$ cat src/scd_pkg.sv
// ---------------------------------------------------------------------------
// scd_pkg
// Types and constants shared by the stroke cadence detector modules.
// ---------------------------------------------------------------------------
`default_nettype none
package scd_pkg;

	typedef struct packed {
		logic signed [16:0] roll;
		logic [31:0]        ts;
	} item_t;

	typedef struct packed {
		logic [16:0] amp_gate;
		logic [31:0] per_min;
		logic [31:0] per_max;
		logic [31:0] gap;
		logic [31:0] tmo;
		logic [15:0] alpha;
	} cfg_t;

	localparam int DIV_W = 36;

	typedef struct packed {
		logic             start;
		logic [DIV_W-1:0] dividend;
		logic [31:0]      divisor;
	} div_req_t;

	localparam logic [2:0] CFG_AMP_GATE = 3'd0;
	localparam logic [2:0] CFG_PER_MIN  = 3'd1;
	localparam logic [2:0] CFG_PER_MAX  = 3'd2;
	localparam logic [2:0] CFG_GAP      = 3'd3;
	localparam logic [2:0] CFG_TMO      = 3'd4;
	localparam logic [2:0] CFG_ALPHA    = 3'd5;

	localparam logic [16:0] RST_AMP_GATE = 17'd11520;
	localparam logic [31:0] RST_PER_MIN  = 32'd400000;
	localparam logic [31:0] RST_PER_MAX  = 32'd4000000;
	localparam logic [31:0] RST_GAP      = 32'd200000;
	localparam logic [31:0] RST_TMO      = 32'd3000000;
	localparam logic [15:0] RST_ALPHA    = 16'd131;

	localparam logic [DIV_W-1:0] RATE_NUM = 36'd65536000000;
	localparam logic [17:0]      RATE_MAX = 18'h3FFFF;

endpackage
`default_nettype wire

$ cat src/scd_queue.sv
// ---------------------------------------------------------------------------
// scd_queue
// Two-entry request queue between the input channel and the sample engine.
// ---------------------------------------------------------------------------
`default_nettype none
module scd_queue (
	input  wire logic          clk,
	input  wire logic          arst_n,
	input  wire logic          push,
	input  wire scd_pkg::item_t push_item,
	output logic               full,
	input  wire logic          pop,
	output logic               avail,
	output scd_pkg::item_t     pop_item
);

	scd_pkg::item_t mem_q [2];
	logic           wp_q;
	logic           rp_q;
	logic [1:0]     cnt_q;

	assign full     = (cnt_q == 2'd2);
	assign avail    = (cnt_q != 2'd0);
	assign pop_item = mem_q[rp_q];

	always_ff @(posedge clk or negedge arst_n) begin
		if (!arst_n) begin
			wp_q  <= 1'b0;
			rp_q  <= 1'b0;
			cnt_q <= 2'd0;
		end else begin
			if (push) wp_q <= ~wp_q;
			if (pop) rp_q <= ~rp_q;
			cnt_q <= cnt_q + {1'b0, push} - {1'b0, pop};
		end
	end

	always_ff @(posedge clk) begin
		if (push) mem_q[wp_q] <= push_item;
	end

endmodule
`default_nettype wire

$ cat src/scd_div.sv
// ---------------------------------------------------------------------------
// scd_div
// Restoring unsigned divider, one quotient bit per cycle.
// ---------------------------------------------------------------------------
`default_nettype none
module scd_div (
	input  wire logic              clk,
	input  wire logic              arst_n,
	input  wire scd_pkg::div_req_t req,
	output logic                   busy,
	output logic                   done,
	output logic [scd_pkg::DIV_W-1:0] quot
);

	localparam int CW = $clog2(scd_pkg::DIV_W + 1);

	logic [scd_pkg::DIV_W-1:0] dvd_q;
	logic [31:0]               rem_q;
	logic [31:0]               dsr_q;
	logic [CW-1:0]             cnt_q;
	logic                      busy_q;
	logic                      done_q;
	logic [32:0]               trial;
	logic                      fits;

	assign trial = {rem_q, dvd_q[scd_pkg::DIV_W-1]};
	assign fits  = (trial >= {1'b0, dsr_q});
	assign busy  = busy_q;
	assign done  = done_q;
	assign quot  = dvd_q;

	always_ff @(posedge clk or negedge arst_n) begin
		if (!arst_n) begin
			busy_q <= 1'b0;
			done_q <= 1'b0;
			cnt_q  <= '0;
		end else begin
			done_q <= 1'b0;
			if (req.start) begin
				busy_q <= 1'b1;
				cnt_q  <= CW'(scd_pkg::DIV_W);
			end else if (busy_q) begin
				cnt_q <= cnt_q - 1'b1;
				if (cnt_q == CW'(1)) begin
					busy_q <= 1'b0;
					done_q <= 1'b1;
				end
			end
		end
	end

	always_ff @(posedge clk) begin
		if (req.start) begin
			dvd_q <= req.dividend;
			dsr_q <= req.divisor;
			rem_q <= '0;
		end else if (busy_q) begin
			rem_q <= fits ? 32'(trial - {1'b0, dsr_q}) : trial[31:0];
			dvd_q <= {dvd_q[scd_pkg::DIV_W-2:0], fits};
		end
	end

endmodule
`default_nettype wire

$ cat src/scd_engine.sv
// ---------------------------------------------------------------------------
// scd_engine
// Per-sample sequencer: smoothing, DC removal, extremum gating, rate rings
// and mean, with a registered result stage.
// ---------------------------------------------------------------------------
`default_nettype none
module scd_engine #(
	parameter int RATE_SLOTS = 4
) (
	input  wire logic           clk,
	input  wire logic           arst_n,
	input  wire scd_pkg::cfg_t  cfg,
	input  wire logic           q_avail,
	input  wire scd_pkg::item_t q_item,
	output logic                q_pop,
	output logic                out_valid,
	input  wire logic           out_ready,
	output logic                stroke_qualified,
	output logic [17:0]         rate_q16,
	output logic                rate_mature,
	output logic                timed_out
);

	localparam int HW = (RATE_SLOTS > 1) ? $clog2(RATE_SLOTS) : 1;
	localparam int CW = $clog2(RATE_SLOTS + 1);
	localparam int SW = 18 + $clog2(2 * RATE_SLOTS) + 1;

	typedef enum logic [9:0] {
		ST_IDLE = 10'b0000000001,
		ST_AVG  = 10'b0000000010,
		ST_ML   = 10'b0000000100,
		ST_MH   = 10'b0000001000,
		ST_FLT  = 10'b0000010000,
		ST_DET  = 10'b0000100000,
		ST_RATE = 10'b0001000000,
		ST_SUM  = 10'b0010000000,
		ST_MEAN = 10'b0100000000,
		ST_OUT  = 10'b1000000000
	} st_t;

	st_t st_q;

	logic signed [16:0] rw0_q, rw1_q;
	logic [1:0]         fill_q;
	logic               neg_q;
	logic [31:0]        ts_q;
	logic signed [17:0] avg_q;
	logic signed [34:0] diff_q;
	logic [33:0]        plo_q;
	logic signed [33:0] phi_q;
	logic signed [33:0] dc_q;
	logic               dc_rdy_q;
	logic signed [18:0] h0_q, h1_q, h2_q;
	logic [1:0]         hcnt_q;
	logic [31:0]        prev_t_q;
	logic [31:0]        cand_q;
	logic signed [18:0] pk_v_q, tr_v_q;
	logic [31:0]        pk_t_q, tr_t_q;
	logic               pk_seen_q, tr_seen_q;
	logic [17:0]        pr_q [RATE_SLOTS];
	logic [17:0]        trr_q [RATE_SLOTS];
	logic [CW-1:0]      pc_q, tc_q;
	logic [HW-1:0]      ph_q, th_q;
	logic [31:0]        lastq_q;
	logic [17:0]        mean_q;
	logic               qual_q;
	logic               to_peak_q;
	logic [SW-1:0]      sum_q;
	logic [HW-1:0]      idx_q;

	scd_pkg::div_req_t  dreq;
	logic               div_busy, div_done;
	logic [scd_pkg::DIV_W-1:0] div_quot;

	scd_div u_div (
		.clk    (clk),
		.arst_n (arst_n),
		.req    (dreq),
		.busy   (div_busy),
		.done   (div_done),
		.quot   (div_quot)
	);

	// smoothing
	logic signed [18:0] raw_sum;
	logic [18:0]        raw_abs;
	logic [1:0]         fill_n;
	assign raw_sum = 19'(q_item.roll) + 19'(rw0_q) + 19'(rw1_q);
	assign raw_abs = raw_sum[18] ? 19'(-raw_sum) : raw_sum;
	assign fill_n  = (fill_q == 2'd3) ? 2'd3 : fill_q + 2'd1;

	// DC removal
	logic signed [34:0] diff_w;
	logic signed [51:0] prod;
	logic signed [33:0] dc_upd, dc_new;
	logic signed [18:0] filt;
	assign diff_w = 35'($signed({avg_q, 16'h0000})) - 35'(dc_q);
	assign prod   = (52'(phi_q) <<< 18) + $signed(52'(plo_q));
	assign dc_upd = dc_q + $signed(prod[49:16]);
	assign dc_new = dc_rdy_q ? dc_upd : $signed({avg_q, 16'h0000});
	assign filt   = 19'(avg_q) - 19'($signed(dc_new[33:16]));

	// extremum gating
	logic        is_pk, is_tr, ext_acc, try_per, in_rng;
	logic [31:0] dt;
	logic signed [19:0] swing;
	logic signed [19:0] gate_s;
	assign gate_s = $signed({3'b000, cfg.amp_gate});
	always_comb begin
		is_pk   = (hcnt_q == 2'd3) && (h2_q < h1_q) && (h1_q >= h0_q);
		is_tr   = (hcnt_q == 2'd3) && !is_pk && (h2_q > h1_q) && (h1_q <= h0_q);
		ext_acc = 1'b0;
		try_per = 1'b0;
		dt      = cand_q - pk_t_q;
		swing   = 20'(h1_q) - 20'(tr_v_q);
		if (is_pk) begin
			ext_acc = !(pk_seen_q && (dt < cfg.gap)) && !(tr_seen_q && (swing < gate_s));
			try_per = ext_acc && tr_seen_q && pk_seen_q;
		end else if (is_tr) begin
			dt      = cand_q - tr_t_q;
			swing   = 20'(pk_v_q) - 20'(h1_q);
			ext_acc = !(tr_seen_q && (dt < cfg.gap)) && !(pk_seen_q && (swing < gate_s));
			try_per = ext_acc && tr_seen_q && pk_seen_q;
		end
		in_rng = !(dt < cfg.per_min) && !(dt > cfg.per_max);
	end

	// rate push
	logic        push_en;
	logic        push_pk;
	logic [17:0] push_rate;
	assign push_pk = (st_q == ST_DET) ? is_pk : to_peak_q;
	always_comb begin
		push_en   = 1'b0;
		push_rate = scd_pkg::RATE_MAX;
		if (st_q == ST_DET && try_per && in_rng && dt == 32'd0) begin
			push_en = 1'b1;
		end else if (st_q == ST_RATE && div_done) begin
			push_en   = 1'b1;
			push_rate = (div_quot > 36'(scd_pkg::RATE_MAX)) ? scd_pkg::RATE_MAX
			                                                : div_quot[17:0];
		end
	end

	// mean accumulation
	logic [SW-1:0] sum_nx;
	logic [CW:0]   n_held;
	assign sum_nx = sum_q
		+ ((32'(idx_q) < 32'(pc_q)) ? SW'(pr_q[idx_q]) : SW'(0))
		+ ((32'(idx_q) < 32'(tc_q)) ? SW'(trr_q[idx_q]) : SW'(0));
	assign n_held = {1'b0, pc_q} + {1'b0, tc_q};

	logic out_free;
	assign out_free = !out_valid || out_ready;
	assign q_pop    = (st_q == ST_IDLE) && q_avail;

	always_comb begin
		dreq.start    = 1'b0;
		dreq.dividend = 36'(raw_abs);
		dreq.divisor  = 32'(fill_n);
		unique case (st_q)
			ST_IDLE: dreq.start = q_avail;
			ST_DET: begin
				dreq.start    = try_per && in_rng && (dt != 32'd0);
				dreq.dividend = scd_pkg::RATE_NUM;
				dreq.divisor  = dt;
			end
			ST_SUM: begin
				dreq.start    = (32'(idx_q) == RATE_SLOTS - 1);
				dreq.dividend = 36'(sum_nx);
				dreq.divisor  = 32'(n_held);
			end
			default: ;
		endcase
	end

	always_ff @(posedge clk or negedge arst_n) begin
		if (!arst_n) begin
			st_q      <= ST_IDLE;
			rw0_q     <= '0;
			rw1_q     <= '0;
			fill_q    <= '0;
			dc_q      <= '0;
			dc_rdy_q  <= 1'b0;
			h0_q      <= '0;
			h1_q      <= '0;
			h2_q      <= '0;
			hcnt_q    <= '0;
			prev_t_q  <= '0;
			pk_v_q    <= '0;
			tr_v_q    <= '0;
			pk_t_q    <= '0;
			tr_t_q    <= '0;
			pk_seen_q <= 1'b0;
			tr_seen_q <= 1'b0;
			pc_q      <= '0;
			tc_q      <= '0;
			ph_q      <= '0;
			th_q      <= '0;
			lastq_q   <= '0;
			mean_q    <= '0;
			qual_q    <= 1'b0;
			out_valid <= 1'b0;
		end else begin
			if (out_valid && out_ready && st_q != ST_OUT) out_valid <= 1'b0;
			if (push_en) begin
				if (push_pk) begin
					ph_q <= (32'(ph_q) == RATE_SLOTS - 1) ? '0 : ph_q + 1'b1;
					if (32'(pc_q) < RATE_SLOTS) pc_q <= pc_q + 1'b1;
				end else begin
					th_q <= (32'(th_q) == RATE_SLOTS - 1) ? '0 : th_q + 1'b1;
					if (32'(tc_q) < RATE_SLOTS) tc_q <= tc_q + 1'b1;
				end
			end
			unique case (st_q)
				ST_IDLE: if (q_avail) begin
					rw1_q  <= rw0_q;
					rw0_q  <= q_item.roll;
					fill_q <= fill_n;
					st_q   <= ST_AVG;
				end
				ST_AVG: if (div_done) begin
					avg_q <= neg_q ? 18'(-$signed({1'b0, div_quot[16:0]}))
					               : $signed({1'b0, div_quot[16:0]});
					st_q  <= ST_ML;
				end
				ST_ML: st_q <= ST_MH;
				ST_MH: st_q <= ST_FLT;
				ST_FLT: begin
					dc_q     <= dc_new;
					dc_rdy_q <= 1'b1;
					h2_q     <= h1_q;
					h1_q     <= h0_q;
					h0_q     <= filt;
					cand_q   <= prev_t_q;
					prev_t_q <= ts_q;
					if (hcnt_q != 2'd3) hcnt_q <= hcnt_q + 2'd1;
					qual_q   <= 1'b0;
					st_q     <= ST_DET;
				end
				ST_DET: begin
					if (ext_acc && is_pk) begin
						pk_v_q    <= h1_q;
						pk_t_q    <= cand_q;
						pk_seen_q <= 1'b1;
					end
					if (ext_acc && is_tr) begin
						tr_v_q    <= h1_q;
						tr_t_q    <= cand_q;
						tr_seen_q <= 1'b1;
					end
					if (try_per && in_rng) begin
						qual_q  <= 1'b1;
						lastq_q <= cand_q;
						st_q    <= (dt == 32'd0) ? ST_SUM : ST_RATE;
					end else begin
						st_q <= ST_OUT;
					end
				end
				ST_RATE: if (div_done) st_q <= ST_SUM;
				ST_SUM: if (32'(idx_q) == RATE_SLOTS - 1) st_q <= ST_MEAN;
				ST_MEAN: if (div_done) begin
					mean_q <= div_quot[17:0];
					st_q   <= ST_OUT;
				end
				ST_OUT: if (out_free) begin
					out_valid <= 1'b1;
					st_q      <= ST_IDLE;
				end
				default: st_q <= ST_IDLE;
			endcase
		end
	end

	always_ff @(posedge clk) begin
		if (st_q == ST_IDLE && q_avail) begin
			ts_q  <= q_item.ts;
			neg_q <= raw_sum[18];
		end
		if (st_q == ST_ML) begin
			diff_q <= diff_w;
			plo_q  <= {16'h0000, diff_w[17:0]} * {18'h00000, cfg.alpha};
		end
		if (st_q == ST_MH) begin
			phi_q <= 34'($signed(diff_q[34:18])) * 34'($signed({1'b0, cfg.alpha}));
		end
		if (st_q == ST_DET) begin
			to_peak_q <= is_pk;
			sum_q     <= '0;
			idx_q     <= '0;
		end
		if (st_q == ST_SUM) begin
			sum_q <= sum_nx;
			idx_q <= (32'(idx_q) == RATE_SLOTS - 1) ? idx_q : idx_q + 1'b1;
		end
		if (push_en) begin
			if (push_pk) pr_q[ph_q] <= push_rate;
			else trr_q[th_q] <= push_rate;
		end
		if (st_q == ST_OUT && out_free) begin
			stroke_qualified <= qual_q;
			rate_q16         <= mean_q;
			rate_mature      <= (32'(pc_q) >= 32'd2) && (32'(tc_q) >= 32'd2);
			timed_out        <= (ts_q - lastq_q) > cfg.tmo;
		end
	end

	a_div_free: assert property (@(posedge clk) disable iff (!arst_n)
		dreq.start |-> !div_busy) else $error("divider started while busy");

	a_mean_done: assert property (@(posedge clk) disable iff (!arst_n)
		(st_q == ST_MEAN && div_done) |=> st_q == ST_OUT)
		else $error("mean did not finish");

	a_qual_held: assert property (@(posedge clk) disable iff (!arst_n)
		(st_q == ST_OUT && qual_q) |-> (pc_q != '0 || tc_q != '0))
		else $error("qualified stroke without held rate");

endmodule
`default_nettype wire

$ cat src/stroke_cadence_detector.sv
// ---------------------------------------------------------------------------
// stroke_cadence_detector
// Roll-sample stroke detector with rate averaging and timeout.
// ---------------------------------------------------------------------------
// Samples enter a two-entry queue and are handled one at a time by a
// sequencer that shares a single 36-step restoring divider. Each sample
// goes through the smoothing divide, the DC filter and the extremum test; a
// sample that qualifies a stroke then goes on to the rate divide, the ring
// sum and the mean divide (with no rate divide when the period is zero).
// Results wait in an output register while the next sample is taken from
// the queue.
`default_nettype none
module stroke_cadence_detector #(
	parameter int RATE_SLOTS = 4
) (
	input  wire logic               clk,
	input  wire logic               arst_n,
	input  wire logic               in_valid,
	output logic                    in_ready,
	input  wire logic signed [16:0] roll_angle,
	input  wire logic [31:0]        timestamp_us,
	output logic                    out_valid,
	input  wire logic               out_ready,
	output logic                    stroke_qualified,
	output logic [17:0]             rate_q16,
	output logic                    rate_mature,
	output logic                    timed_out,
	input  wire logic               cfg_valid,
	output logic                    cfg_ready,
	input  wire logic [2:0]         cfg_index,
	input  wire logic [31:0]        cfg_data
);

	scd_pkg::cfg_t  cfg_q;
	scd_pkg::item_t in_item, q_item;
	logic           q_full, q_avail, q_pop;

	assign cfg_ready    = 1'b1;
	assign in_ready     = !q_full;
	assign in_item.roll = roll_angle;
	assign in_item.ts   = timestamp_us;

	always_ff @(posedge clk or negedge arst_n) begin
		if (!arst_n) begin
			cfg_q.amp_gate <= scd_pkg::RST_AMP_GATE;
			cfg_q.per_min  <= scd_pkg::RST_PER_MIN;
			cfg_q.per_max  <= scd_pkg::RST_PER_MAX;
			cfg_q.gap      <= scd_pkg::RST_GAP;
			cfg_q.tmo      <= scd_pkg::RST_TMO;
			cfg_q.alpha    <= scd_pkg::RST_ALPHA;
		end else if (cfg_valid) begin
			unique case (cfg_index)
				scd_pkg::CFG_AMP_GATE: cfg_q.amp_gate <= cfg_data[16:0];
				scd_pkg::CFG_PER_MIN:  cfg_q.per_min  <= cfg_data;
				scd_pkg::CFG_PER_MAX:  cfg_q.per_max  <= cfg_data;
				scd_pkg::CFG_GAP:      cfg_q.gap      <= cfg_data;
				scd_pkg::CFG_TMO:      cfg_q.tmo      <= cfg_data;
				scd_pkg::CFG_ALPHA:    cfg_q.alpha    <= cfg_data[15:0];
				default: ;
			endcase
		end
	end

	scd_queue u_queue (
		.clk       (clk),
		.arst_n    (arst_n),
		.push      (in_valid && !q_full),
		.push_item (in_item),
		.full      (q_full),
		.pop       (q_pop),
		.avail     (q_avail),
		.pop_item  (q_item)
	);

	scd_engine #(
		.RATE_SLOTS (RATE_SLOTS)
	) u_engine (
		.clk              (clk),
		.arst_n           (arst_n),
		.cfg              (cfg_q),
		.q_avail          (q_avail),
		.q_item           (q_item),
		.q_pop            (q_pop),
		.out_valid        (out_valid),
		.out_ready        (out_ready),
		.stroke_qualified (stroke_qualified),
		.rate_q16         (rate_q16),
		.rate_mature      (rate_mature),
		.timed_out        (timed_out)
	);

endmodule
`default_nettype wire
$ cat config.mk
export PLATFORM = sky130hd
export DESIGN_NAME = stroke_cadence_detector
export DESIGN_NICKNAME = d
export VERILOG_FILES = /design/src/scd_pkg.sv /design/src/scd_queue.sv /design/src/scd_div.sv /design/src/scd_engine.sv /design/src/stroke_cadence_detector.sv
export SDC_FILE = /design/constraint.sdc
export NUM_CORES = 2
export LEC_CHECK = 0
export BUFFER_PORTS_ARGS = -buffer_cell sky130_fd_sc_hd__buf_2
export CORE_MARGIN = 4
export CORE_UTILIZATION = 45
export DETAILED_ROUTE_END_ITERATION = 16
export PLACE_DENSITY = 0.65
export SYNTH_ARGS = -nofsm -noshare
export SYNTH_HDL_FRONTEND = slang
export SYNTH_HIERARCHICAL = 1
export SYNTH_SLANG_ARGS = --single-unit
$ cat constraint.sdc
create_clock -name clk -period 11.3 [get_ports clk]
set_clock_uncertainty 0.15 [all_clocks]
set_input_delay 2.26 -clock clk [delete_from_list [all_inputs] [get_ports clk]]
set_output_delay 2.26 -clock clk [all_outputs]
set_load 0.005 [all_outputs]
Word-level counts from Yosys, hierarchy flattened --
Memory sizes are Yosys's and may differ from the RTL's. A register that Yosys moved wholly into a read port is not among the register bits. Index checks and enable logic that the tools add are counted.
Storage, ports and cells: register bits 841, memory bits (writable) 242, bits of input ports 89, output and inout port bits 24, logic and storage cells 271, memories 3
Operators by class: add/subtract/negate cells 27, multipliers 2, order comparisons 19, eq/ne operators 32, multiplexer cells 62, bitwise gates (word level) 3, reductions and logical operators 68
Memory list:
- u_queue.mem_q | depth 2, bits a word 49, read ports 1, clocked after memory_dff 0, write ports 1, RTL line scd_queue.sv:17 | scd_pkg::item_t mem_q [2];
- u_engine.pr_q | depth 4, bits a word 18, read ports 1, clocked after memory_dff 1, write ports 1, RTL line scd_engine.sv:60 | logic [17:0] pr_q [RATE_SLOTS];
- u_engine.trr_q | depth 4, bits a word 18, read ports 1, clocked after memory_dff 1, write ports 1, RTL line scd_engine.sv:61 | logic [17:0] trr_q [RATE_SLOTS];
Operators with widths (number):
- 68-bit one-hot mux with 2 select lines | 1
- 32-bit subtractor | 4
- 10-bit one-hot mux with 10 select lines | 1
- 32-bit less-than comparator | 3
- 32-bit 2-to-1 mux | 3
- 18-bit 2-to-1 mux | 5
- 36-bit 2-to-1 mux | 2
- 10-bit 2-to-1 mux | 7
- 32-bit > comparator | 2
- 50-bit by 35-bit adder with 50-bit output | 1
- 22-bit adder | 2
- 22-bit 2-to-1 mux | 2
- 20-bit by 18-bit less-than comparator with 1-bit output | 2
- 19-bit by 19-bit subtractor with 20-bit output | 2
- 36-bit by 18-bit > comparator with 1-bit output, second input constant | 1
- 34-bit by 34-bit subtractor with 35-bit output | 1
- 34-bit adder | 1
- 18-bit by 16-bit multiplier with 34-bit output | 1
- 34-bit 2-to-1 mux | 1
- 2-bit AND reduction | 17
- 33-bit by 32-bit >= comparator with 1-bit output | 1
- 32-bit zero test | 1
- 17-bit by 17-bit multiplier with 32-bit output | 1
- 32-bit nonzero test | 1
- other kinds (52) | 150

Depth between registers and ports, before layout --
word-level depth 17, depth in mapped cells 36, gate-level depth less buffers 36

By module --
Netlist, hierarchy kept.
By module, submodules not included:
- scd_engine | times used 1, cells each 6737, area an instance 64220.3 um^2
- scd_div | times used 1, cells each 634, area an instance 6356.1 um^2
- stroke_cadence_detector | times used 1, cells each 350, area an instance 6122.1 um^2
- scd_queue | times used 1, cells each 168, area an instance 3988.8 um^2

Worst setup path before layout --
No wires, ideal clock.
path kind register to register, start point register u_engine.dc_q[7], end point register u_engine.plo_q[28], data pin, setup time 0.261 ns, data arrival time 7.530 ns, setup slack 3.359 ns, cell stages (with the launch flop) 28, buffers on the path 1, clock period less this slack 7.941 ns, path through dfrtp_1 > or4_1 > or3_1 > or3_1 > nor4_1 > xor2_1 > clkbuf_1 > nand2_1 > fa_1 > inv_1 > fa_1 > inv_1 > fa_1 > fa_1 > fa_1 > inv_1 > fa_1 > ha_1 > a21o_1 > a21o_1 > a21oi_1 > nor2b_1 > a211o_1 > a31oi_1 > nor2b_1 > o21a_1 > o21ai_0 > a21oi_1
On the way: word-level cells in the longest chain between the ends 2
Ends and longest elaborated chain:
- start: declaration | RTL line scd_engine.sv:51 | logic signed [33:0] dc_q;
- start signal: assignment | RTL line scd_engine.sv:230 | dc_q <= dc_new;
- 34-bit by 34-bit subtractor with 35-bit output | RTL line scd_engine.sv:97 | assign diff_w = 35'($signed({avg_q, 16'h0000})) - 35'(dc_q);
- 18-bit by 16-bit multiplier with 34-bit output | RTL line scd_engine.sv:282 | plo_q <= {16'h0000, diff_w[17:0]} * {18'h00000, cfg.alpha};
- end signal: assignment | RTL line scd_engine.sv:282
- end: declaration | RTL line scd_engine.sv:49 | logic [33:0] plo_q;
Every way passes these cells. A chain may end at the register's enable or synchronous reset.

==> flow_metrics.tcl <==
set metrics [dict create \
    clk_pin_slew_ns 0.07 \
    cts_resized 0 \
    regArea_um2 28700 \
    nNetsFinal 9281 \
    ioPinCount 113 \
    grt_overflow 0 \
    clkLatencyLatePin_ns 0.79 \
    die_w_um 431 \
    highest_layer "met5" \
    syn_area_per_cell_um2 10.2 \
    yosysWarnings 6 \
    root_buffer "clkbuf_16" \
    async_flop_share_pct 48.6 \
    outcome "complete, no violations" \
    drc_errors 0 \
    hold_buffers 0 \
    grt_max_degree 194 \
    worst-setup-path-type "flop to flop" \
    syn_area_um2 80700 \
    clockBufferDepth 3 \
    cp.arrival_ns 9.22 \
    tightest_slew_ns 1.06 \
    synth_ff_type "edfxtp_1" \
    die_area_um2 186000 \
    cp-end-kind "flop" \
    synthesis.instances 7889 \
    rows 155 \
    wl_met1_um 97000 \
    dr_wl_met2_um 103000 \
    drt_iter0_drc 4253 \
    portBuffers 111 \
    layout-drive-gt1-share_pct 10.8 \
    synth_edf_count 505 \
    synth_top_area_share_pct 18.8 \
    final_area_um2 87900 \
    synthTopCellsByArea "edfxtp_1 (19%), dfrtp_1 (15%), fa_1 (13%)" \
    mostFrequentLayoutCell "inv_1" \
    cts_tree "yes" \
    tns_ns 0 \
    drv_slew 0 \
    dr_total_vias 57800 \
    yosys_register_bits 1051 \
    hold_class "flop to flop" \
    hold_slack_ns 0.283 \
    gp_congestion 0.946 \
    p_leak_uw 0.0400 \
    hold_violations 0 \
    yosys.area.top_type "edfxtp_1" \
    yosysSeqAreaShare_pct 35.6 \
    setup_viol 0 \
    dp_hpwl_um 167000 \
    multi_input_area_um2 47100 \
    final_util_pct 49.3 \
    antenna_found_initial 12 \
    final_cell_mix "inv_1 (1033), nand2_1 (999), ha_1 (719)" \
    grt_use_total_pct 23.7 \
    drt_wl_total_um 220000 \
    initial_core_util_pct 45.2 \
    dpl_cell_area_um2 83700 \
    max_stage_delay_ns 0.79 \
    stdcell_count 10400 \
    grt_pass1_wl_um 344000 \
    wl_met3_um 12700 \
    slew_headroom_pct 29.5 \
    nFillCells 16200 \
    fin_crit_ns 8.86 \
    rsz0062_at_grt "false" \
    cp_num_buf_inv 4 \
    cp_max_fo 57 \
    peakVddDrop_mv 0.727 \
    path_delay_family "simple AND/OR/NAND/NOR gates" \
    fmax_mhz 113 \
    firstDrtPassIters 6 \
    grt_pass1_vias 59000 \
    numCtsBuffers 116 \
    synth_cell_type_count 108 \
    cts.sinks 1051 \
    cp.required_ns 11.66 \
    syn2layout_area_growth_pct 8.92 \
    cp_slowest_cell "a211oi_4" \
    die_y_um 431 \
    power_density_nw_per_um2 286 \
    ant_nets 0 \
    dpl.cell_count 10200 \
    htree_levels 3 \
    path_cells "inv_1 -> ha_1 -> nand4_1 -> nor4_1 -> o21ai_0 -> nand3_1 -> mux2_2 -> nand2_1 -> buf_4 -> mux2i_1 -> inv_1 -> ha_1 -> nand4_1 -> nor4_1 -> and3_1 -> o211ai_1 -> a31oi_1 -> o211ai_1 -> a211oi_4 -> nand2_1 -> nand3_4 -> buf_4 -> mux2_2" \
    core-area_um2 178000 \
    period_share_pct 78.4 \
    timing.max_cap.violations 0 \
    critPathLaunchType "flop" \
    avgViaCountPerCell 5.55 \
    cts_setup_buffers 0 \
    wl_per_cell_um 21.2 \
]
synth_stat cells, drive strengths merged (24+ instances only):
library cell and number:
clkbuf 203, o21bai 50, buf 55, a31oi 41, a211oi 54, nor3 97, nand3 100, dfrtp 474
nand2 1000, fa 535, ha 719, mux4 36, o21ai 363, a311oi 25, nor2b 85, dfxtp 35
o211ai 34, xor2 99, nand4 71, edfxtp 505, and3 27, dfstp 37, inv 1033, or3 36
nor4 32, a21oi 311, o31ai 30, a21o 148, and2 287, mux2 329, nand2b 77, nor2 308
or2 24, o21a 64, xnor2 250, mux2i 24
cell families (layout without fill, tap and decap cells):
kind of cell | after synthesis | after routing | share of synthesized area, %
xor gates and xnor gates | 350 | 350 | 3.82
muxes | 389 | 389 | 6.13
buffers and inverters | 1294 | 1441 | 6.28
other | 2 | 16 | 0.00931
AOI/OAI and AO/OA | 1322 | 1322 | 10.6
and+or+nand+nor | 2227 | 2227 | 13.2
DFF | 1051 | 1051 | 35.6
adders and majority gates | 1254 | 1254 | 24.4
area by class of cell:
type / instances / area share, %
Timing Repair Buffer: 183 / 1.29
Sequential cell: 1051 / 32.7
Clock buffer: 122 / 3.35
Tap cell: 2355 / 3.35
Inverter: 1036 / 4.43
Antenna cell: 8 / 0.0228
Clock inverter: 100 / 1.35
Multi-Input combinational cell: 5550 / 53.5
state kept, by name, indices dropped and copies added (netlist names), 34 cells and up, named ones only:
| signal | flops |
|---|---|
| cfg_q | 161 |
| u_queue/mem_q | 98 |
| u_engine/pr_q | 72 |
| u_engine/trr_q | 72 |
| u_engine/u_div/quot | 36 |
| u_engine/dc_q | 34 |
routing by layer:
layer  global-route usage (%)  up-vias
met5                        0        -
met4                     7.57        2
met3                     3.61      304
met2                     39.0     1596
met1                     32.2    29000
li1                         -    26900
power by group:
group | switching [uW] | total, uW | leakage, uW | internal (uW)
clock network | 1780 | 4070 | 0.00200 | 2290
logic | 8950 | 15300 | 0.0258 | 6390
registers | 502 | 5720 | 0.0122 | 5220
total | 11200 | 25100 | 0.0400 | 13900
per-stage QoR:
step	worst slack [ns]	total power [uW]
CTS	2.50	25200
floorplan	3.36	16700
detailed placement	2.48	20800
finish	2.44	25100
global placement	2.68	20700
global route	1.81	27300
final timing paths:
path	startpoint	end	slack (ns)	cells after the start
worst max-delay path	u_engine/h1_q[14]	u_engine/u_div/quot[35]	2.44	23
worst min-delay path	u_engine/mean_q[13]	u_engine/rate_q16[13]	0.28	0
worst max register to register	u_engine/h1_q[14]	u_engine/u_div/quot[35]	2.44	23
worst min register to register	u_engine/mean_q[13]	u_engine/rate_q16[13]	0.28	0
max in group asynchronous	arst_n	cfg_q[63]	7.13	4
min in group asynchronous	arst_n	u_engine/dc_q[12]	1.28	1
(Power assumes the default switching activity.)
